===== config.mk =====
export PLATFORM = sky130hd
export DESIGN_NAME = q4bd_lane
export DESIGN_NICKNAME = d
export VERILOG_FILES = /design/src/sv/q4bd_pkg.sv /design/src/sv/q4bd_lane.sv
export SDC_FILE = /design/constraint.sdc
export NUM_CORES = 1
export LEC_CHECK = 0
export BUFFER_PORTS_ARGS = -buffer_cell sky130_fd_sc_hd__clkbuf_2
export CORE_MARGIN = 2
export CORE_UTILIZATION = 50
export DETAILED_ROUTE_END_ITERATION = 12
export PLACE_DENSITY_LB_ADDON = 0.3
export SKIP_LAST_GASP = 1
export SLEW_MARGIN = 40
export SYNTH_ARGS = -nofsm -noshare
export SYNTH_HDL_FRONTEND = slang
export SYNTH_SLANG_ARGS = --single-unit

===== constraint.sdc =====
create_clock -name clk_i -period 7.84 [get_ports clk_i]
set_input_delay 1.568 -clock clk_i [delete_from_list [all_inputs] [get_ports clk_i]]
set_output_delay 1.568 -clock clk_i [all_outputs]
set_load 0.1 [all_outputs]

===== src/sv/q4bd_pkg.sv =====
// ----------------------------------------------------------------------------
// q4bd_pkg
// Shared types and constants for the 4-bit block dot row accumulator.
// ----------------------------------------------------------------------------
package q4bd_pkg;

  localparam int BLOCK_ELEMENTS = 32;
  localparam int LANE_ELEMS     = 8;
  localparam int LANES          = BLOCK_ELEMENTS / LANE_ELEMS;

  localparam int NIB_W      = 4;
  localparam int ACT_W      = 8;
  localparam int WORD_W     = 64;
  localparam int LANE_NIB_W = LANE_ELEMS * NIB_W;
  localparam int EPROD_W    = 13;  // nibble (0..15) times int8
  localparam int LANE_SUM_W = 15;  // |sum of 8 products| < 2^14
  localparam int MSUM_W     = 17;  // sum of four lanes
  localparam int ASUM_W     = 13;
  localparam int DOT_W      = 18;  // |dot| < 2^17
  localparam int SCALE_W    = 32;
  localparam int PROD_W     = DOT_W + SCALE_W;
  localparam int ACC_W      = 64;

  localparam int IN_TDATA_W  = 432;  // 429 field bits padded to 54 bytes
  localparam int OUT_TDATA_W = 64;

  localparam logic signed [ACC_W-1:0] ACC_MAX = {1'b0, {(ACC_W-1){1'b1}}};
  localparam logic signed [ACC_W-1:0] ACC_MIN = {1'b1, {(ACC_W-1){1'b0}}};

  typedef logic signed [LANE_SUM_W-1:0] lane_sum_t;
  typedef logic signed [PROD_W-1:0]     prod_t;

  typedef struct packed {
    logic valid;
    logic last;
  } ctl_t;

endpackage


===== src/sv/q4bd_lane.sv =====
// ----------------------------------------------------------------------------
// q4bd_lane
// One lane: dot of eight unsigned nibbles with eight int8 activations.
// ----------------------------------------------------------------------------
module q4bd_lane (
  input  logic                                 clk_i,
  input  logic                                 en_i,
  input  logic [q4bd_pkg::LANE_NIB_W-1:0]      nib_i,
  input  logic [q4bd_pkg::WORD_W-1:0]          act_i,
  output q4bd_pkg::lane_sum_t                  sum_o
);

  q4bd_pkg::lane_sum_t sum_d, sum_q;

  always_comb begin
    logic signed [q4bd_pkg::EPROD_W-1:0] p;
    logic        [q4bd_pkg::ACT_W-1:0]   a;
    sum_d = '0;
    for (int e = 0; e < q4bd_pkg::LANE_ELEMS; e++) begin
      a = act_i[e*q4bd_pkg::ACT_W +: q4bd_pkg::ACT_W];
      p = signed'({9'd0, nib_i[e*q4bd_pkg::NIB_W +: q4bd_pkg::NIB_W]})
          * signed'({{5{a[7]}}, a});
      sum_d = sum_d + q4bd_pkg::LANE_SUM_W'(p);
    end
  end

  always_ff @(posedge clk_i) begin
    if (en_i) begin
      sum_q <= sum_d;
    end
  end

  assign sum_o = sum_q;

endmodule


### Word-level counts from Yosys, hierarchy flattened

Cells that the tools add are included.

* add/sub/neg operators: 7
* multiply operators: 8

Operator list (count)
* $mul 5x8->13: 8
* $add 15x13->15: 5
* $add 14x13->15: 1
* $add 13x13->14: 1

* flip-flop bits (word level): 15

### Depth between registers and ports, before layout

* depth after elaboration: 8
* mapped depth: 24
* mapped depth without buffers: 23

### Worst setup path before layout

OpenSTA, ideal clock, no wires.

* path type: input port to flip-flop
* from: in nib_i[11] (netlist name)
* to: reg sum_q[14], in the netlist sum_o[14], data pin
* setup time: 0.260 ns
* arrival: 7.185 ns
* required time: 7.580 ns
* setup slack: 0.395 ns
* stages on the path: 20
* buffers on the path: 1
* path through: clkbuf_1 -> nand2_1 -> fa_1 -> inv_1 -> fa_1 -> inv_1 -> fa_1 -> inv_1 -> fa_1 -> fa_1 -> fa_1 -> fa_1 -> fa_1 -> fa_1 -> a211oi_2 -> o21bai_2 -> o41ai_4 -> o21ai_2 -> a31oi_1 -> xnor2_1

* word-level cells in the longest chain between the ends: 7

RTL lines
* start, declared: line q4bd_lane.sv:8 `input logic [q4bd_pkg::LANE_NIB_W-1:0] nib_i,`
* $mul 5x8->13: line q4bd_lane.sv:22 `* signed'({{5{a[7]}}, a});`
* $add 14x13->15: line q4bd_lane.sv:23 `sum_d = sum_d + q4bd_pkg::LANE_SUM_W'(p);`
* $add 15x13->15 (5 in series): line q4bd_lane.sv:23
* named net sum_d[14]: line q4bd_lane.sv:13 `q4bd_pkg::lane_sum_t sum_d, sum_q;`
* end signal, assigned: line q4bd_lane.sv:29 `sum_q <= sum_d;`
* end, declared: line q4bd_lane.sv:13

The timed path passes the listed nets, and every way through them passes these cells.
A chain may end at the register's enable or synchronous reset.

### Worst setup path after layout

* from: in nib_i[21] (netlist name)
* to: reg sum_q[14], in the netlist sum_o[14], data pin

* word-level cells in the longest chain between the ends: 4

RTL lines (line)
* $mul 5x8->13: q4bd_lane.sv:22
* $add 15x13->15 (3 in series): q4bd_lane.sv:23
* named net sum_d[14]: q4bd_lane.sv:13

The timed path passes the listed nets, and every way through them passes these cells.

==> flow_results.org <==
** Die
- The die covers 0.0236 sq mm.
- Core Region :: 0.0219 sq mm
- 113 I/O pins were placed.
- Once the floorplan was initialized, standard cells occupied 51.2% of the core.
- Floorplan row count :: 54
- In this run the vertical extent of the chip is 154 um.
- Width of the die :: 154 um

** Worst setup path
- Top cell family by delay on the critical path :: adder cells
- The critical path goes through clkbuf_2 -> and2_1 -> fa_1 -> fa_1 -> inv_1 -> fa_1 -> fa_1 -> inv_1 -> fa_1 -> fa_1 -> fa_1 -> fa_1 -> fa_2 -> a211oi_2 -> o21bai_2 -> o41ai_4 -> o21ai_2 -> a31oi_2 -> xnor2_1.
- In this design, the critical path's most frequently occurring cell is fa_1.
- Endpoint required time on the critical path :: 7.85 ns
- The worst setup path is launched from a primary input.
- In this run the worst path has a maximum fanout of 8.
- CP endpoint kind :: flip-flop
- Data arrival time of the critical path :: 7.57 ns
- The number of buffers and inverters on the critical path is 3.
- Worst Setup Path Type :: primary input to flip-flop
- In this design, the stage delay of the slowest critical-path cell is 0.55 ns.
- Tracing the worst setup path back leads to its startpoint at nib_i[21].
- Highest-delay cell along the critical path :: fa_1

** Min path
- Startpoint of the tightest hold check path :: act_i[0]
- Class of the tightest hold or removal check :: primary input to flip-flop
- For hold timing, the worst endpoint is sum_o[0].
- The worst hold path was traced through 3 stages.

** Yosys
- After synthesis, the largest family of logic cells by area is adder cells.
- By area the synthesized netlist is led by fa_1, ha_1, inv_1, and2_1, edfxtp_1.
- Syn_area_per_cell :: 9.84 sq um
- Adder-cell share of the synthesized area :: 66.0%
- Compound-Gate Fraction of Synth Area :: 1.67%
- During synthesis, Yosys emitted a total of 0 warnings.
- Area share of and/or/nand/nor cells after synthesis :: 13.4%
- Syn nets :: 1655
- The cell count after synthesis came out at 1139.
- Sequential fraction of the synthesis area :: 4.02%
- The synthesized design contains 15 register bits.
- The synthesized netlist devotes 1.88% of its cell area to XOR and XNOR gates.
- The synthesized design devotes to its leading area cell type 51.6% of total area.
- Mux share of post-synthesis cell area :: 0%
- Number of distinct library cells after synthesis :: 25
- Summing every instance area after synthesis gives 0.0112 sq mm.
- fa_1 takes more of the synthesized area than any other cell.

** STA
- The final max-slew violation count came to 0.
- Least-Margin Pin Slew :: 0.555 ns
- Dividing the final minimum period by the clock period gives 96.5%.
- The hold violation count in the final report came to 0.
- For the finished layout, the period the worst path requires is 7.56 ns.
- Count of endpoints failing setup in the final report :: 0
- Max Clock Freq :: 0.132 GHz
- Headroom to the max-slew limit :: 63.2%
- Hold timing on the final database bottoms out at a slack of 1.81 ns.
- Setup repair after global routing could not meet its margin everywhere.

** Final layout
- Fraction of final layout cells with drive strength greater than 1 :: 10.3%
- Count of nets after finishing :: 1774
- For this run, the number of standard cells in the final layout without fillers is 1537.
- After routing the design area is 0.0122 sq mm.
- The number of antenna diodes in the final layout is 0.
- Footprint of the multi-input gates :: 0.00932 sq mm
- The register with the most flip-flops in the layout has 15 of them.
- Filler Cell Count :: 1997
- Syn-to-layout area delta :: 9.16%
- FF/Latch Area :: 450 sq um

** Global route
- Global routing consumed, over all layers together, 20.8% of the routing resources.
- The number of antenna violations at the first check in global routing was 1.
- Global-route wire length before repair :: 39100 um
- For this run the aggregate overflow at the end of global routing stands at 0.
- Largest net degree at the start of global routing :: 16
- Vias in the first global route :: 8038

** Route
- For this block, the routed nets add up to 22600 um of wire.
- In the routed layout, each cell is associated on average with a via count of 4.71.
- The first detailed-routing pass ran for 5 iterations.
- For this block, the initial DRC count from the detailed router was 259.
- Across all layers, the routed design uses 7233 vias.
- For this run, design rule violations remaining after detail routing come to 0.
- Routed wirelength normalized by instance count :: 14.7 um
- Final ANT Viol Nets :: 0

** Clock tree
- CTS Root Buffer Type :: clkbuf_16
- Clock input transition at the sequential cells of the worst setup and hold paths :: 0.06 ns
- CTS built an H-tree with a depth of 1.
- Deepest clock path buffer count :: 2
- TritonCTS built the clock tree.
- Number of buffers added by the clock tree synthesis step :: 3
- Clock tree sinks :: 15
- In this run, post-CTS hold repair placed 0 buffers.

** Placement
- Sum of net half-perimeters after detailed placement :: 21600 um
- IO Port Bufs :: 112
- Final RePlAce weighted congestion :: 0.877
- Post-placement cell count :: 1533
- Area after DPL :: 0.0121 sq mm

** Run status
- Result of the run :: complete, no violations

** Job
- Max-capacitance violation count :: 0
## worst max-delay path by stage
stage | end | cells after the start | slack [ns]
floorplan | sum_o[14] | 20 | 0.40
finish | sum_o[14] | 19 | 0.28
CTS | sum_o[14] | 19 | 0.23
global route | sum_o[14] | 21 | -0.01
global placement | sum_o[14] | 19 | 0.07
detailed placement | sum_o[14] | 19 | -0.05
## layout make-up
class | count | area share [%]
Inverter | 386 | 11.8
Clock inverter | 1 | 0.0409
Sequential cell | 15 | 3.68
Timing Repair Buffer | 115 | 4.77
Clock buffer | 3 | 0.614
Multi-Input combinational cell | 737 | 76.2
Tap cell | 280 | 2.86
## metrics by stage
| step | setup TNS, ns | setup slack, ns | util (%) |
|---|---|---|---|
| floorplan | 0 | 0.395 | - |
| global placement | 0 | 0.0699 | 55.4 |
| detailed placement | -0.0529 | -0.0529 | 55.4 |
| CTS | 0 | 0.230 | 55.8 |
| global route | -0.0112 | -0.0112 | 55.9 |
| finish | 0 | 0.276 | 55.9 |
## cells in the mapped netlist
| cell | instances |
|---|---|
| inv_1 | 386 |
| fa_1 | 289 |
| and2_1 | 196 |
| ha_1 | 129 |
| nand2_1 | 66 |
| xnor2_1 | 18 |
| a21oi_1 | 15 |
| edfxtp_1 | 15 |
| xor2_1 | 6 |
| a21o_1 | 2 |
| nand3_1 | 2 |
| o21ai_0 | 2 |
| a211oi_2 | 1 |
| a21o_2 | 1 |
| a31oi_1 | 1 |
| clkbuf_1 | 1 |
| nor2_1 | 1 |
| nor2b_1 | 1 |
| nor3_1 | 1 |
| o211ai_1 | 1 |
| o21ai_1 | 1 |
| o21ai_2 | 1 |
| o21bai_2 | 1 |
| o41ai_4 | 1 |
| or2_2 | 1 |
## layout by cell type (no fill, tap or decap)
cell type,netlist,routed
a21o_1,2,2
a211oi_2,1,1
edfxtp_1,15,15
xor2_1,6,6
ha_1,129,129
clkinv_2,0,1
buf_4,0,3
a21oi_2,0,1
nand3_1,2,2
or2_2,1,1
inv_1,386,386
o21ai_2,1,2
a21o_2,1,1
xnor2_1,18,18
o211ai_1,1,1
nor2_1,1,1
clkbuf_2,0,112
nor3_1,1,1
fa_2,0,1
a21oi_1,15,14
and2_1,196,196
o21ai_1,1,1
nand2_1,66,66
o21bai_2,1,1
clkbuf_16,0,3
o41ai_4,1,1
nor2b_1,1,1
a31oi_2,0,1
o21ai_0,2,1
fa_1,289,288
## worst min-delay path, stage by stage
cell	delay [ns]
clkbuf_2	0.11
and2_1	0.14
ha_1	0.13
## logic make-up after synthesis
| group | after synthesis |
|---|---|
| compound gates | 27 |
| flops | 15 |
| fa+ha+maj | 418 |
| simple gates | 268 |
| xor+xnor | 24 |
| buf+inv | 387 |
## routing by layer
| layer | vias up | share of wire, % | global-route usage [%] | routed length [um] |
|---|---|---|---|---|
| li1 | 3455 | - | - | - |
| met3 | 29 | 2.9 | 1.55 | 659 |
| met5 | - | 0.058 | 0 | 13 |
| met2 | 115 | 52 | 36.9 | 11700 |
| met1 | 3632 | 43 | 28.7 | 9680 |
| met4 | 2 | 2.3 | 3.76 | 510 |
## timing repair
action                                  CTS  global route
resized for setup                         0             5
endpoints found under the setup margin    0             3
buffers inserted                          0             0
Power is not shown: default switching activity piles up to over one toggle a cycle in this logic, so the estimate is an artifact.
