===== src/sv/q4bd_pkg.sv =====
// ----------------------------------------------------------------------------
// q4bd_pkg
// Shared types and constants for the 4-bit block dot row accumulator.
// ----------------------------------------------------------------------------
package q4bd_pkg;

  localparam int BLOCK_ELEMENTS = 32;
  localparam int LANE_ELEMS     = 8;
  localparam int LANES          = BLOCK_ELEMENTS / LANE_ELEMS;

  localparam int NIB_W      = 4;
  localparam int ACT_W      = 8;
  localparam int WORD_W     = 64;
  localparam int LANE_NIB_W = LANE_ELEMS * NIB_W;
  localparam int EPROD_W    = 13;  // nibble (0..15) times int8
  localparam int LANE_SUM_W = 15;  // |sum of 8 products| < 2^14
  localparam int MSUM_W     = 17;  // sum of four lanes
  localparam int ASUM_W     = 13;
  localparam int DOT_W      = 18;  // |dot| < 2^17
  localparam int SCALE_W    = 32;
  localparam int PROD_W     = DOT_W + SCALE_W;
  localparam int ACC_W      = 64;

  localparam int IN_TDATA_W  = 432;  // 429 field bits padded to 54 bytes
  localparam int OUT_TDATA_W = 64;

  localparam logic signed [ACC_W-1:0] ACC_MAX = {1'b0, {(ACC_W-1){1'b1}}};
  localparam logic signed [ACC_W-1:0] ACC_MIN = {1'b1, {(ACC_W-1){1'b0}}};

  typedef logic signed [LANE_SUM_W-1:0] lane_sum_t;
  typedef logic signed [PROD_W-1:0]     prod_t;

  typedef struct packed {
    logic valid;
    logic last;
  } ctl_t;

endpackage


===== src/sv/q4bd_merge.sv =====
// ----------------------------------------------------------------------------
// q4bd_merge
// Combines lane sums, removes the 8 * activation_sum offset, then scales.
// Two register stages: dot, then dot * scale.
// ----------------------------------------------------------------------------
module q4bd_merge (
  input  logic                                clk_i,
  input  logic                                rst_ni,
  input  logic                                en_i,
  input  q4bd_pkg::ctl_t                      ctl_i,
  input  q4bd_pkg::lane_sum_t                 lane_sum_i [q4bd_pkg::LANES],
  input  logic signed [q4bd_pkg::ASUM_W-1:0]  asum_i,
  input  logic signed [q4bd_pkg::SCALE_W-1:0] scale_i,
  output q4bd_pkg::ctl_t                      ctl_o,
  output q4bd_pkg::prod_t                     prod_o
);

  logic signed [q4bd_pkg::DOT_W-1:0]   dot_d, dot_q;
  logic signed [q4bd_pkg::SCALE_W-1:0] scale_q;
  q4bd_pkg::ctl_t                      ctl2_q, ctl3_q;
  q4bd_pkg::prod_t                     prod_q;

  always_comb begin
    logic signed [q4bd_pkg::MSUM_W-1:0] msum;
    msum = '0;
    for (int k = 0; k < q4bd_pkg::LANES; k++) begin
      msum = msum + q4bd_pkg::MSUM_W'(lane_sum_i[k]);
    end
    dot_d = q4bd_pkg::DOT_W'(msum)
          - q4bd_pkg::DOT_W'(signed'({asum_i, 3'b000}));
  end

  always_ff @(posedge clk_i or negedge rst_ni) begin
    if (!rst_ni) begin
      ctl2_q <= '0;
      ctl3_q <= '0;
    end else if (en_i) begin
      ctl2_q <= ctl_i;
      ctl3_q <= ctl2_q;
    end
  end

  always_ff @(posedge clk_i) begin
    if (en_i) begin
      dot_q   <= dot_d;
      scale_q <= scale_i;
      prod_q  <= q4bd_pkg::PROD_W'(dot_q) * q4bd_pkg::PROD_W'(scale_q);
    end
  end

  assign ctl_o  = ctl3_q;
  assign prod_o = prod_q;

endmodule


===== config.mk =====
export PLATFORM = sky130hd
export DESIGN_NAME = q4bd_merge
export DESIGN_NICKNAME = d
export VERILOG_FILES = /design/src/sv/q4bd_pkg.sv /design/src/sv/q4bd_merge.sv
export SDC_FILE = /design/constraint.sdc
export NUM_CORES = 2
export LEC_CHECK = 0
export ABC_AREA = 1
export BUFFER_PORTS_ARGS = -buffer_cell sky130_fd_sc_hd__buf_4
export CORE_MARGIN = 10
export CORE_UTILIZATION = 39
export DETAILED_ROUTE_END_ITERATION = 7
export PLACE_DENSITY = 0.65
export SETUP_SLACK_MARGIN = 0.5
export SLEW_MARGIN = 30
export SYNTH_ARGS = -nofsm -noshare
export SYNTH_HDL_FRONTEND = slang
export SYNTH_SLANG_ARGS = --single-unit

===== constraint.sdc =====
create_clock -name clk_i -period 5.2 [get_ports clk_i]
set_input_delay 1.56 -clock clk_i [delete_from_list [all_inputs] [get_ports clk_i]]
set_output_delay 1.56 -clock clk_i [all_outputs]
set_load 0.02 [all_outputs]

=== Word level (Yosys, flattened, before mapping) ===
Cells that the tools add are included.

* Add/subtract/negate cells: 4
* Multiply operators: 1

{| class="wikitable"
|+ Operators with widths
! kind !! count
|-
| 18-bit by 32-bit multiplier with 50-bit output || 1
|-
| 17-bit by 16-bit subtractor with 18-bit output || 1
|-
| 16-bit by 15-bit adder with 17-bit output || 1
|-
| 17-bit by 15-bit adder with 17-bit output || 1
|-
| 15-bit by 15-bit adder with 16-bit output || 1
|}

* Register bits after elaboration: 104
* Bits of input ports: 110
* Word-level logic and storage cells: 12

=== Longest topological paths before layout ===
* Word-level depth: 4
* Mapped depth: 29
* Depth with buffers taken out: 27

=== Worst setup path after synthesis ===
Ideal clock, no wire load.

* Path kind: reg-to-reg
* Start point: register scale_q[31] in the netlist's numbering
* End point: register prod_q[48] (netlist: prod_o[48]), data pin
* Library setup time: 0.253 ns
* Arrival time: 5.471 ns
* Required time: 4.947 ns
* Slack: -0.524 ns
* Cell stages (with the launch flop): 23
* Path buffers: 2
* Cell sequence: edfxtp_1 clkbuf_1 clkbuf_1 nand2_1 fa_1 inv_1 fa_1 inv_1 fa_1 inv_1 fa_1 fa_1 fa_1 ha_1 nand2_1 nor2_1 inv_1 nor3_1 nand2_1 nor2_1 nand2_1 nand4_1 nand2_1

* Word-level cells in the longest chain between the ends: 1

{| class="wikitable"
|+ RTL lines
! what !! line !! source
|-
| start: declaration || q4bd_merge.sv:19 || <nowiki>logic signed [q4bd_pkg::SCALE_W-1:0] scale_q;</nowiki>
|-
| start signal: assignment || q4bd_merge.sv:46 || <nowiki>scale_q <= scale_i;</nowiki>
|-
| 18-bit by 32-bit multiplier with 50-bit output || q4bd_merge.sv:47 || <nowiki>prod_q <= q4bd_pkg::PROD_W'(dot_q) * q4bd_pkg::PROD_W'(scale_q);</nowiki>
|-
| end signal: assignment || q4bd_merge.sv:47 ||
|-
| end: declaration || q4bd_merge.sv:21 || <nowiki>q4bd_pkg::prod_t prod_q;</nowiki>
|}

Every way passes these cells.
A chain may end at the register's enable or synchronous reset.

=== Worst setup path after layout ===
* Start point: register dot_q[6] in the netlist's numbering
* End point: register prod_q[43] (netlist: prod_o[43]), data pin

* Word-level cells in the longest chain between the ends: 1

{| class="wikitable"
|+ RTL lines
! what !! line !! source
|-
| start: declaration || q4bd_merge.sv:18 || <nowiki>logic signed [q4bd_pkg::DOT_W-1:0] dot_d, dot_q;</nowiki>
|-
| start signal: assignment || q4bd_merge.sv:45 || <nowiki>dot_q <= dot_d;</nowiki>
|-
| 18-bit by 32-bit multiplier with 50-bit output || q4bd_merge.sv:47 ||
|}

Every way passes these cells.

==> summary.md <==
| Metric | Value |
|---|---|
| Setup ws final | -474.7 ps |
| Xor/xnor share of the synthesized area | 0.01301 |
| Slew Viols, Final | 0 |
| Period Utilization, post-route | 1.091 |
| Mux contribution to synthesized area | 0 |
| Sequential fraction of the synthesis area | 0.1152 |
| WL/cell | 16.25 um |
| Pre-CTS setup slack | -617.9 ps |
| Max-cap viol count | 0 |
| Cell chain of the critical path | buf_6, buf_6, buf_16, nand2_1, inv_1, fa_1, inv_1, fa_1, fa_1, inv_1, fa_1, fa_1, inv_1, fa_1, inv_1, ha_4, nand2_2, nor2_4, nand2_2, nor2_4, nand4_1, nand4_1, nand2_2 |
| FF+latch count, synth | 104 |
| Syn Inst Count | 3367 |
| Average cell area after synthesis | 8.001 um2 |
| Fin. Hold Viols | 0 |
| Hold WC Path Type | flop to flop |
| Port buffer count | 161 |
| Routed vias | 21670 |
| Synthesized area | 26940 um2 |
| Largest net degree at the start of global routing | 54 |
| Syn Nets | 4217 |
| Compound-Gate Fraction of Synth Area | 0.01588 |
| Fmax achieved | 176.2 MHz |
| Row Count | 96 |
| Area growth, synth to finish | 29.54% |
| Clock latency on the worst-skew pair | 430 ps |
| Core Region | 68590 um2 |
| Yosys warns | 0 |
| Fillers | 6354 |
| Ports | 162 |
| GP Congestion | 0.9174 |
| Clock H-tree levels | 3 |
| Gr ovfl total | 0 |
| Critical path type | flop to flop |
| Drt drc | 0 |
| Post-detail-place hpwl | 61.80 mm |
| Worst-margin pin slew | 844.5 ps |
| Clock buffer depth | 2 |
| Post-Synth Simple-Gate Area | 0.1752 |
| Initial DRC Count | 1205 |
| CTS tree | yes |
| Worst Clk Skew | 30.80 ps |
| Vias in the first global route | 23890 |
| Count of hold-fix buffers inserted at cts | 0 |
| Final WL | 76.27 mm |
| Clk Tree Root Cell | clkbuf_16 |
| Distinct cells, synth | 35 |
| Yosys top cell area share | 0.4451 |
| Post-DRT Antenna Nets | 0 |
| Clock-pin slew on the worst setup and hold paths | 90 ps |
| CP max-delay cell | fa_1 |
| Overall Global Routing Usage | 0.1953 |
| Crit Path Max Fanout | 5 |
| Setup TNS | -14910 ps |
| Slowest cell delay on critical path | 560 ps |
| Minimum clock period | 5675 ps |
| Area share of fa/ha/maj cells after synthesis | 0.5106 |
| Critical Path RT | 5370 ps |
| Top cells by area, synth | fa_1 45%, inv_1 15%, nand2_1 13% |
| Clk sink count | 104 |
| Leading area contributor after synthesis | fa_1 |
| Crit start category | flop |
| First-pass GRT wire length | 122.5 mm |
| DIE AREA | 79980 um2 |
| Vias per inst | 4.615 |
| CP Capture Type | flop |
| Status | finished, violations left |
| Failing checks | setup timing |
| Initial antenna violation count | 0 |
| First-pass DRT Iterations | 6 |
| ANT cells | 0 |
| CP bufs+invs | 8 |
| Fraction of layout cells with a size suffix above 1 | 0.2697 |
| Largest family of logic cells by synthesized area | adder cells |
| Number of buffers created by CTS | 9 |
| Flop2flop setup slack | -470 ps |
| Die H | 282.8 um |
| Cell mode on critical path | fa_1 |
| Crit path arrival time | 5840 ps |
| Initial Util | 0.3928 |
| Final setup vio count | 38 |
| Delay-heaviest family, CP | adder cells |
| RSZ-0062 raised after global routing | true |
| Chip Width | 282.8 um |
| Final net count | 4609 |
| Worst slew margin | 0.4370 |
==> Yosys cell counts, drive strengths merged <==
master   instances
a21o             3
a21oi           48
a31oi            1
and2             3
buf              6
clkbuf         113
dfrtp            4
edfxtp         100
fa             599
ha             141
inv           1102
nand2          969
nand3           66
nand3b           3
nand4           14
nor2           115
nor3            11
o2111ai          1
o211ai           2
o21ai           14
o21bai           6
o31ai            2
or2              4
xnor2           10
xor2            30
==> worst reg2reg max path: stages, from the launching register on <==
cell,delay [ps]
edfxtp_1,430
buf_6,150
buf_6,120
buf_16,140
nand2_1,50
inv_1,50
fa_1,520
inv_1,50
fa_1,470
fa_1,560
inv_1,70
fa_1,530
fa_1,500
inv_1,60
fa_1,480
inv_1,60
ha_4,290
nand2_2,90
nor2_4,150
nand2_2,90
nor2_4,130
nand4_1,210
nand4_1,150
nand2_2,80
==> per-stage QoR <==
| stage | cell area, um2 | cells | utilization | hold WS (ps) |
|---|---|---|---|---|
| floorplan | 28310 | 3367 | - | 477.7 |
| global placement | 32540 | 4618 | 0.4745 | 504.4 |
| detailed placement | 32540 | 4618 | 0.4745 | 515.4 |
| CTS | 33820 | 4662 | 0.4932 | 530.0 |
| global route | 34890 | 4695 | 0.5088 | 555.6 |
| finish | 34890 | 4695 | 0.5088 | 522.2 |
==> layout make-up <==
type,count,area (um2),area share
clock buffers,9,225.2,0.006454
inverters,1102,4144,0.1188
clock inverters,7,88.84,0.002546
multi-input cells,2042,21390,0.6131
repair buffers,500,4776,0.1369
well taps,931,1165,0.03338
flip-flops and latches,104,3103,0.08892
==> placed cells by master, fill, tap and decap left out, types with 4 or more instances in the layout <==
cell / n
inv_1: 998
nand2_1: 784
fa_1: 560
buf_4: 400
nand2_2: 136
inv_2: 102
edfxtp_1: 100
ha_1: 91
nor2_1: 64
buf_12: 57
ha_4: 47
nand2_4: 44
fa_2: 39
nor2_4: 35
nand3_1: 34
a21oi_1: 33
buf_6: 29
xor2_1: 23
nand3_2: 21
nor2_2: 16
nand4_1: 14
clkbuf_16: 13
nand3_4: 11
o21ai_0: 11
a21oi_2: 9
xnor2_1: 8
xor2_2: 7
a21oi_4: 6
o21bai_1: 6
nor3_4: 6
buf_8: 6
nand2_8: 5
or2_2: 4
dfrtp_1: 4
==> logic make-up (layout without fill, tap and decap cells) <==
family / after synthesis / after routing
adder cells (fa/ha/maj): 740 / 740
flip-flops: 104 / 104
AO/OA/AOI/OAI: 77 / 77
AND/OR/NAND/NOR: 1185 / 1185
XOR/XNOR: 40 / 40
buffers and inverters: 1221 / 1618
==> path summary, 6_finish.rpt <==
path | from | endpoint | cells after the start
worst min-delay path | ctl2_q[1]$_DFFE_PN0P_ | ctl_o[1]$_DFFE_PN0P_ | 2
worst max register to register | dot_q[6]$_DFFE_PP_ | prod_o[43]$_DFFE_PP_ | 23
min in group asynchronous | rst_ni | ctl2_q[0]$_DFFE_PN0P_ | 1
worst max-delay path | dot_q[6]$_DFFE_PP_ | prod_o[43]$_DFFE_PP_ | 23
max in group asynchronous | rst_ni | ctl2_q[1]$_DFFE_PN0P_ | 1
worst min register to register | ctl2_q[1]$_DFFE_PN0P_ | ctl_o[1]$_DFFE_PN0P_ | 2
==> state kept, by name, summed over array words and instances (netlist names) <==
register	count
prod_o	50
scale_q	32
dot_q	18
ctl2_q	2
ctl_o	2
==> what timing repair did <==
| action | CTS | global route |
|---|---|---|
| resized for setup | 195 | 232 |
| pin swaps | 70 | 175 |
| cloned | 4 | 4 |
| buffers inserted | 24 | 29 |
| endpoints found under the setup margin | 41 | 43 |
==> layer usage <==
layer	global-route usage	up-vias	share of wire
met1	0.2260	10740	0.39
met5	0	-	0
met4	0.06901	0	0.036
li1	-	10150	-
met2	0.3622	607	0.53
met3	0.02704	168	0.051
Power is not shown: default switching activity piles up to over one toggle a cycle in this logic, so the estimate is an artifact.
