**config.mk**
```make
export PLATFORM = sky130hd
export DESIGN_NAME = q4bd_accum
export DESIGN_NICKNAME = d
export VERILOG_FILES = /design/src/sv/q4bd_pkg.sv /design/src/sv/q4bd_accum.sv
export SDC_FILE = /design/constraint.sdc
export NUM_CORES = 1
export LEC_CHECK = 0
export ABC_CLOCK_PERIOD_IN_PS = 11300
export BUFFER_PORTS_ARGS = -buffer_cell sky130_fd_sc_hd__buf_2
export CAP_MARGIN = 0
export CORE_MARGIN = 2
export CORE_UTILIZATION = 45
export DETAILED_ROUTE_END_ITERATION = 10
export PLACE_DENSITY_LB_ADDON = 0.25
export SLEW_MARGIN = 20
export SYNTH_ARGS = -nofsm -noshare
export SYNTH_HDL_FRONTEND = slang
export SYNTH_SLANG_ARGS = --single-unit
```
**constraint.sdc**
```tcl
create_clock -name clk_i -period 11.3 [get_ports clk_i]
set_clock_uncertainty 0.15 [all_clocks]
set_input_delay 0.565 -clock clk_i [delete_from_list [all_inputs] [get_ports clk_i]]
set_output_delay 0.565 -clock clk_i [all_outputs]
set_load 0.01 [all_outputs]
```
**src/sv/q4bd_pkg.sv**
```systemverilog
// ----------------------------------------------------------------------------
// q4bd_pkg
// Shared types and constants for the 4-bit block dot row accumulator.
// ----------------------------------------------------------------------------
package q4bd_pkg;

  localparam int BLOCK_ELEMENTS = 32;
  localparam int LANE_ELEMS     = 8;
  localparam int LANES          = BLOCK_ELEMENTS / LANE_ELEMS;

  localparam int NIB_W      = 4;
  localparam int ACT_W      = 8;
  localparam int WORD_W     = 64;
  localparam int LANE_NIB_W = LANE_ELEMS * NIB_W;
  localparam int EPROD_W    = 13;  // nibble (0..15) times int8
  localparam int LANE_SUM_W = 15;  // |sum of 8 products| < 2^14
  localparam int MSUM_W     = 17;  // sum of four lanes
  localparam int ASUM_W     = 13;
  localparam int DOT_W      = 18;  // |dot| < 2^17
  localparam int SCALE_W    = 32;
  localparam int PROD_W     = DOT_W + SCALE_W;
  localparam int ACC_W      = 64;

  localparam int IN_TDATA_W  = 432;  // 429 field bits padded to 54 bytes
  localparam int OUT_TDATA_W = 64;

  localparam logic signed [ACC_W-1:0] ACC_MAX = {1'b0, {(ACC_W-1){1'b1}}};
  localparam logic signed [ACC_W-1:0] ACC_MIN = {1'b1, {(ACC_W-1){1'b0}}};

  typedef logic signed [LANE_SUM_W-1:0] lane_sum_t;
  typedef logic signed [PROD_W-1:0]     prod_t;

  typedef struct packed {
    logic valid;
    logic last;
  } ctl_t;

endpackage

```
**src/sv/q4bd_accum.sv**
```systemverilog
// ----------------------------------------------------------------------------
// q4bd_accum
// Saturating row accumulator with clip flag and the result register.
// ----------------------------------------------------------------------------
module q4bd_accum (
  input  logic                                   clk_i,
  input  logic                                   rst_ni,
  input  q4bd_pkg::ctl_t                         ctl_i,
  input  q4bd_pkg::prod_t                        prod_i,
  output logic                                   hold_o,
  output logic                                   out_valid_o,
  input  logic                                   out_ready_i,
  output logic [q4bd_pkg::ACC_W-1:0]             row_sum_o,
  output logic                                   saturated_o
);

  logic signed [q4bd_pkg::ACC_W-1:0] acc_d, acc_q, sat_sum;
  logic signed [q4bd_pkg::ACC_W:0]   wide_sum;
  logic                              clip_d, clip_q, ovf;
  logic                              out_valid_d, out_valid_q;
  logic [q4bd_pkg::ACC_W-1:0]        row_sum_q;
  logic                              sat_q;
  logic                              take;

  // A finished row can only leave when the result register is free.
  assign hold_o = ctl_i.valid && ctl_i.last && out_valid_q && !out_ready_i;
  assign take   = ctl_i.valid && !hold_o;

  always_comb begin
    wide_sum = (q4bd_pkg::ACC_W+1)'(acc_q) + (q4bd_pkg::ACC_W+1)'(prod_i);
    ovf      = wide_sum[q4bd_pkg::ACC_W] ^ wide_sum[q4bd_pkg::ACC_W-1];
    if (ovf) begin
      sat_sum = wide_sum[q4bd_pkg::ACC_W] ? q4bd_pkg::ACC_MIN : q4bd_pkg::ACC_MAX;
    end else begin
      sat_sum = wide_sum[q4bd_pkg::ACC_W-1:0];
    end

    acc_d       = acc_q;
    clip_d      = clip_q;
    out_valid_d = out_valid_q && !out_ready_i;
    if (take) begin
      if (ctl_i.last) begin
        acc_d       = '0;
        clip_d      = 1'b0;
        out_valid_d = 1'b1;
      end else begin
        acc_d  = sat_sum;
        clip_d = clip_q || ovf;
      end
    end
  end

  always_ff @(posedge clk_i or negedge rst_ni) begin
    if (!rst_ni) begin
      acc_q       <= '0;
      clip_q      <= 1'b0;
      out_valid_q <= 1'b0;
    end else begin
      acc_q       <= acc_d;
      clip_q      <= clip_d;
      out_valid_q <= out_valid_d;
    end
  end

  always_ff @(posedge clk_i) begin
    if (take && ctl_i.last) begin
      row_sum_q <= sat_sum;
      sat_q     <= clip_q || ovf;
    end
  end

  assign out_valid_o = out_valid_q;
  assign row_sum_o   = row_sum_q;
  assign saturated_o = sat_q;

`ifndef SYNTHESIS
  a_hold_needs_full: assert property (@(posedge clk_i) disable iff (!rst_ni)
    hold_o |-> out_valid_q)
    else $error("stall raised with empty result register");

  a_row_clears: assert property (@(posedge clk_i) disable iff (!rst_ni)
    (take && ctl_i.last) |=> (acc_q == '0 && !clip_q))
    else $error("accumulator not cleared after row end");

  a_clip_at_rail: assert property (@(posedge clk_i) disable iff (!rst_ni)
    $rose(clip_q) |-> (acc_q == q4bd_pkg::ACC_MAX || acc_q == q4bd_pkg::ACC_MIN))
    else $error("clip flag set without a saturated accumulator");

  a_no_result_midrow: assert property (@(posedge clk_i) disable iff (!rst_ni)
    (ctl_i.valid && !ctl_i.last) |=> !$rose(out_valid_q))
    else $error("result produced by a block that does not end the row");
`endif

endmodule

```
## Word-level counts from Yosys, hierarchy flattened

Cells that the tools add are included.

- Register bits: 131
- Bits in latches: 0
- Memory bits (writable): 0
- Bits in read-only memories: 0
- Input port bits: 55
- Word-level logic and storage cells: 22
- Memories: 0

- Add/subtract/negate cells: 1
- $mul: 0
- Divide/modulo/power cells: 0
- $lt $le $gt $ge: 0
- Eq/ne operators: 0
- Shift-type cells: 0
- Multiplexer cells: 6
- Bitwise operators: 1
- Reductions and logical operators: 9

Operators by type and width:

| kind | count |
|---|---|
| $mux W64 | 3 |
| $add A64 B50 Y65 | 1 |
| $logic_and A1 B1 Y1 | 6 |
| $mux W1 | 3 |
| $logic_not A1 Y1 | 2 |
| $logic_or A1 B1 Y1 | 1 |
| $xor A1 B1 Y1 | 1 |

## Logic depth before layout (Yosys ltp)

- Depth in word-level cells: 6
- Depth in mapped cells: 16
- Gate-level depth less buffers: 13

## Worst setup path after synthesis

Ideal clock, no wire load.

- Path kind: input to register
- Start point: input port out_ready_i
- End point: register row_sum_q, in the netlist row_sum_o[0], enable pin
- Library setup time: 497 ps
- Arrival time: 3645 ps
- Data required time: 10653 ps
- Slack: 7008 ps
- Stages on the path: 2
- Buffers on the path: 0
- Path through: nand2b_1 nor2b_1

- Longest elaborated chain between the ends: 5

RTL lines:

| element | RTL line | text |
|---|---|---|
| from (decl) | q4bd_accum.sv:12 | `input logic out_ready_i,` |
| $logic_not A1 Y1 | q4bd_accum.sv:26 | `assign hold_o = ctl_i.valid && ctl_i.last && out_valid_q && !out_ready_i;` |
| $logic_and A1 B1 Y1 | q4bd_accum.sv:26 |  |
| $logic_not A1 Y1 | q4bd_accum.sv:27 | `assign take = ctl_i.valid && !hold_o;` |
| $logic_and A1 B1 Y1 | q4bd_accum.sv:27 |  |
| $logic_and A1 B1 Y1 | q4bd_accum.sv:66 | `if (take && ctl_i.last) begin` |
| to (signal assigned) | q4bd_accum.sv:67 | `row_sum_q <= sat_sum;` |
| to (decl) | q4bd_accum.sv:21 | `logic [q4bd_pkg::ACC_W-1:0] row_sum_q;` |

No other way between the ends.
A chain may end at the register's enable or synchronous reset.

## Worst setup path after layout

- Start point: register acc_q[0] (netlist name)
- End point: register acc_q[0] (netlist name)

- Longest elaborated chain between the ends: 4
- Elaborated cells between the ends (all ways): 5
- Classes of those cells: add/sub: 1; mux: 3; bitwise: 1

RTL lines:

| element | RTL line | text |
|---|---|---|
| from (decl) | q4bd_accum.sv:17 | `logic signed [q4bd_pkg::ACC_W-1:0] acc_d, acc_q, sat_sum;` |
| from (signal assigned) | q4bd_accum.sv:55 | `acc_q <= '0;` |
| from (signal assigned) | q4bd_accum.sv:59 | `acc_q <= acc_d;` |
| $add A64 B50 Y65 * | q4bd_accum.sv:30 | `wide_sum = (q4bd_pkg::ACC_W+1)'(acc_q) + (q4bd_pkg::ACC_W+1)'(prod_i);` |
| $mux W64 / $xor A1 B1 Y1 (equally long branches) | q4bd_accum.sv:33, q4bd_accum.sv:31 |  |
| $mux W64 * | q4bd_accum.sv:32 | `if (ovf) begin` |
| $mux W64 * | q4bd_accum.sv:42 | `if (ctl_i.last) begin` |

Every way passes the cells marked *; elsewhere a longest branch is shown, timed or not.

==> metrics <==
status finished clean; share of layout cells above drive strength 1 19.4%; worst setup margin 7.19 ns; HPWL Detailed 18000 µm; unrepaired setup endpoints after global routing no; maxcap violations 0; most frequent cells in the layout nand2_1 (125), buf_2 (121), o21ai_0 (103), a21oi_1 (93), dfrtp_1 (66); post-DR vias/cell 5.84; clk sink count 131; vias in the first global route 7807; Ant. Diodes 0; critical path startpoint category register; Synth area leaders edfxtp_1 (21%), dfrtp_1 (18%), ha_1 (8.7%); first-pass detailed-route iteration total 6; core box area 20200 µm²; Die Footprint between 20000 and 25000 µm²; Boundary Pins 122; worst vdd ir around 0.13 mV; Final min period ~4.1 ns; DRC 0; Clk Tree Root Cell clkbuf_16; Final Hold Fails 0; clk buf depth 2; CTS tree done; mean post-synth cell area 9.39 µm²; via count 7951; DRT iter0 DRCs 567; Worst-Skew Late Latency 0.43 ns; clock buffer count from CTS 17; first-pass GRT wire length 41100 µm; Setup Crit Path Kind register to register; complex-gate fraction of the synthesized area 28.3%; final period utilization 36.4%; worst-path fanout max 48; PwrDens 300 nW/µm²; YS warnings 0; ys async rst share 50.4%; area grow syn2layout 14.5%; GPL Wtd Cong 0.946; die height 147 µm; largest family of logic cells by synthesized area compound AO/OA/AOI/OAI gates; register area share after synthesis 39.1%; slew margin rel. 36.2%; Horiz. Die Dim 147 µm; critical path endpoint category register; cts repair resizes 0; cell mode on critical path a21oi_2; largest net degree at the start of global routing 67; post-synthesis simple-gate area fraction 13.3%; GRT Overall Usage 23.8%; pin slew with the least headroom to its limit 0.957 ns; Max stage delay on crit path approximately 0.54 ns; worst path cell trace ha_1 > inv_1 > fa_1 > nand2b_1 > a21oi_2 > o2111ai_2 > a311oi_1 > o211a_1 > o211ai_2 > a21oi_2 > mux2i_4 > nand2b_4 > o211ai_1; initial antenna violation count 0; final setup fails 0; Top FF cell, synth dfrtp_1; setup TNS 0 ns; Leak approximately 4.5 nW; Max stage delay cell, worst path nand2b_4; hold_buf cts 0; Slew Limit Fails 0; Synth Area in XOR/XNOR under 10%; delay-heaviest family, CP compound AO/OA/AOI/OAI gates; row count 52; total gr overflow 0; antenna viol nets, final 0; Nets ~1200; pre-CTS WS 6.80 ns; drt total wl 25300 µm; Initial Utilization a little under half; Mapped Area 9220 µm²; H-tree depth 4; Critical Path AT 4.29 ns; Post-CTS Repair Setup Buffers 0; worst path required time around 11 ns; Clk pin slew, worst setup/hold paths about 0.060 ns; syn nets between 1000 and 1500; Yosys top cell by area edfxtp_1; worst min-delay path class input pin to asynchronous set/reset pin; number of synthesized flops with an enable pin 65; Routed WL per cell 18.6 µm; multiplexer share of the synthesized area less than 1%; fraction of post-synthesis cell area in the top cell type by area between 20% and 30%; area share of fa/ha/maj cells after synthesis 9.12%; FMAX 243 MHz; Port-buffer cells 121; CP Buf/Inv Count 1; Netlist cell types 69; Syn Inst Count 982; number of synthesized register bits 131; most common cell after layout, fill and taps aside nand2_1
-- report_power, final --
part | total, mW | leakage, nW | internal (mW) | switching [mW]
clock network | 0.563 | 0.279 | 0.332 | 0.230
registers | 0.842 | 1.46 | 0.764 | 0.0780
logic | 1.77 | 2.81 | 0.656 | 1.11
-- cell usage after synthesis (3+ instances only) --
library cell  count
nor3_1           10
ha_1             64
nand4_1          24
dfrtp_1          66
and3_1            4
o31ai_1           6
nor4_1            4
or2_2             3
a221oi_1          3
buf_6             7
o21ai_0         103
nand2_1         125
nor2b_1           5
a211oi_1          7
xor2_1           29
and2_1            5
nor2_1           57
buf_2            11
a22o_1           14
a21boi_0          4
clkbuf_1         29
o21bai_1         19
xnor2_1          33
nand3_1           9
o211ai_1         32
o211ai_2         31
o21a_1           11
inv_1            22
nand2b_1          7
a31oi_1           8
a21oi_1          93
o21ai_1           3
a21o_1           19
edfxtp_1         65
-- layout make-up --
class,instances,area (µm²)
clock buffer,18,439
clock inverter,14,153
fill,1896,9610
inverter,22,82.6
multi-input combinational,779,5300
sequential,131,3600
tap,270,338
timing repair buffer,127,651
-- routing by layer --
metal / vias to the layer above / wire length [µm] / global-route usage [%]
met2: 252 / 11500 / 37.8
met3: 33 / 1200 / 3.20
li1: 3879 / - / -
met4: 0 / 487 / 8.27
met5: - / 0 / 0
met1: 3787 / 12100 / 33.5
-- cells by family after synthesis --
logic type / Yosys count
compound gates: 382
xor+xnor: 62
mux: 3
simple gates: 265
fa+ha+maj: 67
flops: 131
buf+inv: 72
-- sequential cells by signal, indices dropped and copies added (netlist names) --
name,cells
acc_q,64
row_sum_o,64
out_valid_o,1
saturated_o,1
clip_q,1
-- worst paths after layout --
path | start | endpoint | slack (ns) | cells past startpoint
setup / recovery | acc_q[0] | acc_q[0] | 7.19 | 13
hold / removal | rst_ni | acc_q[55] | 0.21 | 2
setup reg to reg | acc_q[0] | acc_q[0] | 7.19 | 13
hold reg to reg | acc_q[31] | acc_q[31] | 0.34 | 2
max in group asynchronous | rst_ni | acc_q[13] | 10.15 | 2
min in group clk_i | acc_q[31] | acc_q[31] | 0.34 | 2
-- stage by stage --
| step | instance area [µm²] | hold slack (ns) | utilization, % | total power, mW | std cells |
|---|---|---|---|---|---|
| after floorplan | 9220 | 0.119 | - | 2.15 | 982 |
| after global placement | 9970 | 0.321 | 49.4 | 2.58 | 1329 |
| after detailed placement | 9970 | 0.328 | 49.4 | 2.59 | 1329 |
| after CTS | 10600 | 0.256 | 52.4 | 3.17 | 1361 |
| after global routing | 10600 | 0.300 | 52.4 | 3.41 | 1361 |
| final | 10600 | 0.208 | 52.4 | 3.17 | 1361 |
Note: power is estimated with default switching activity, not from simulation.
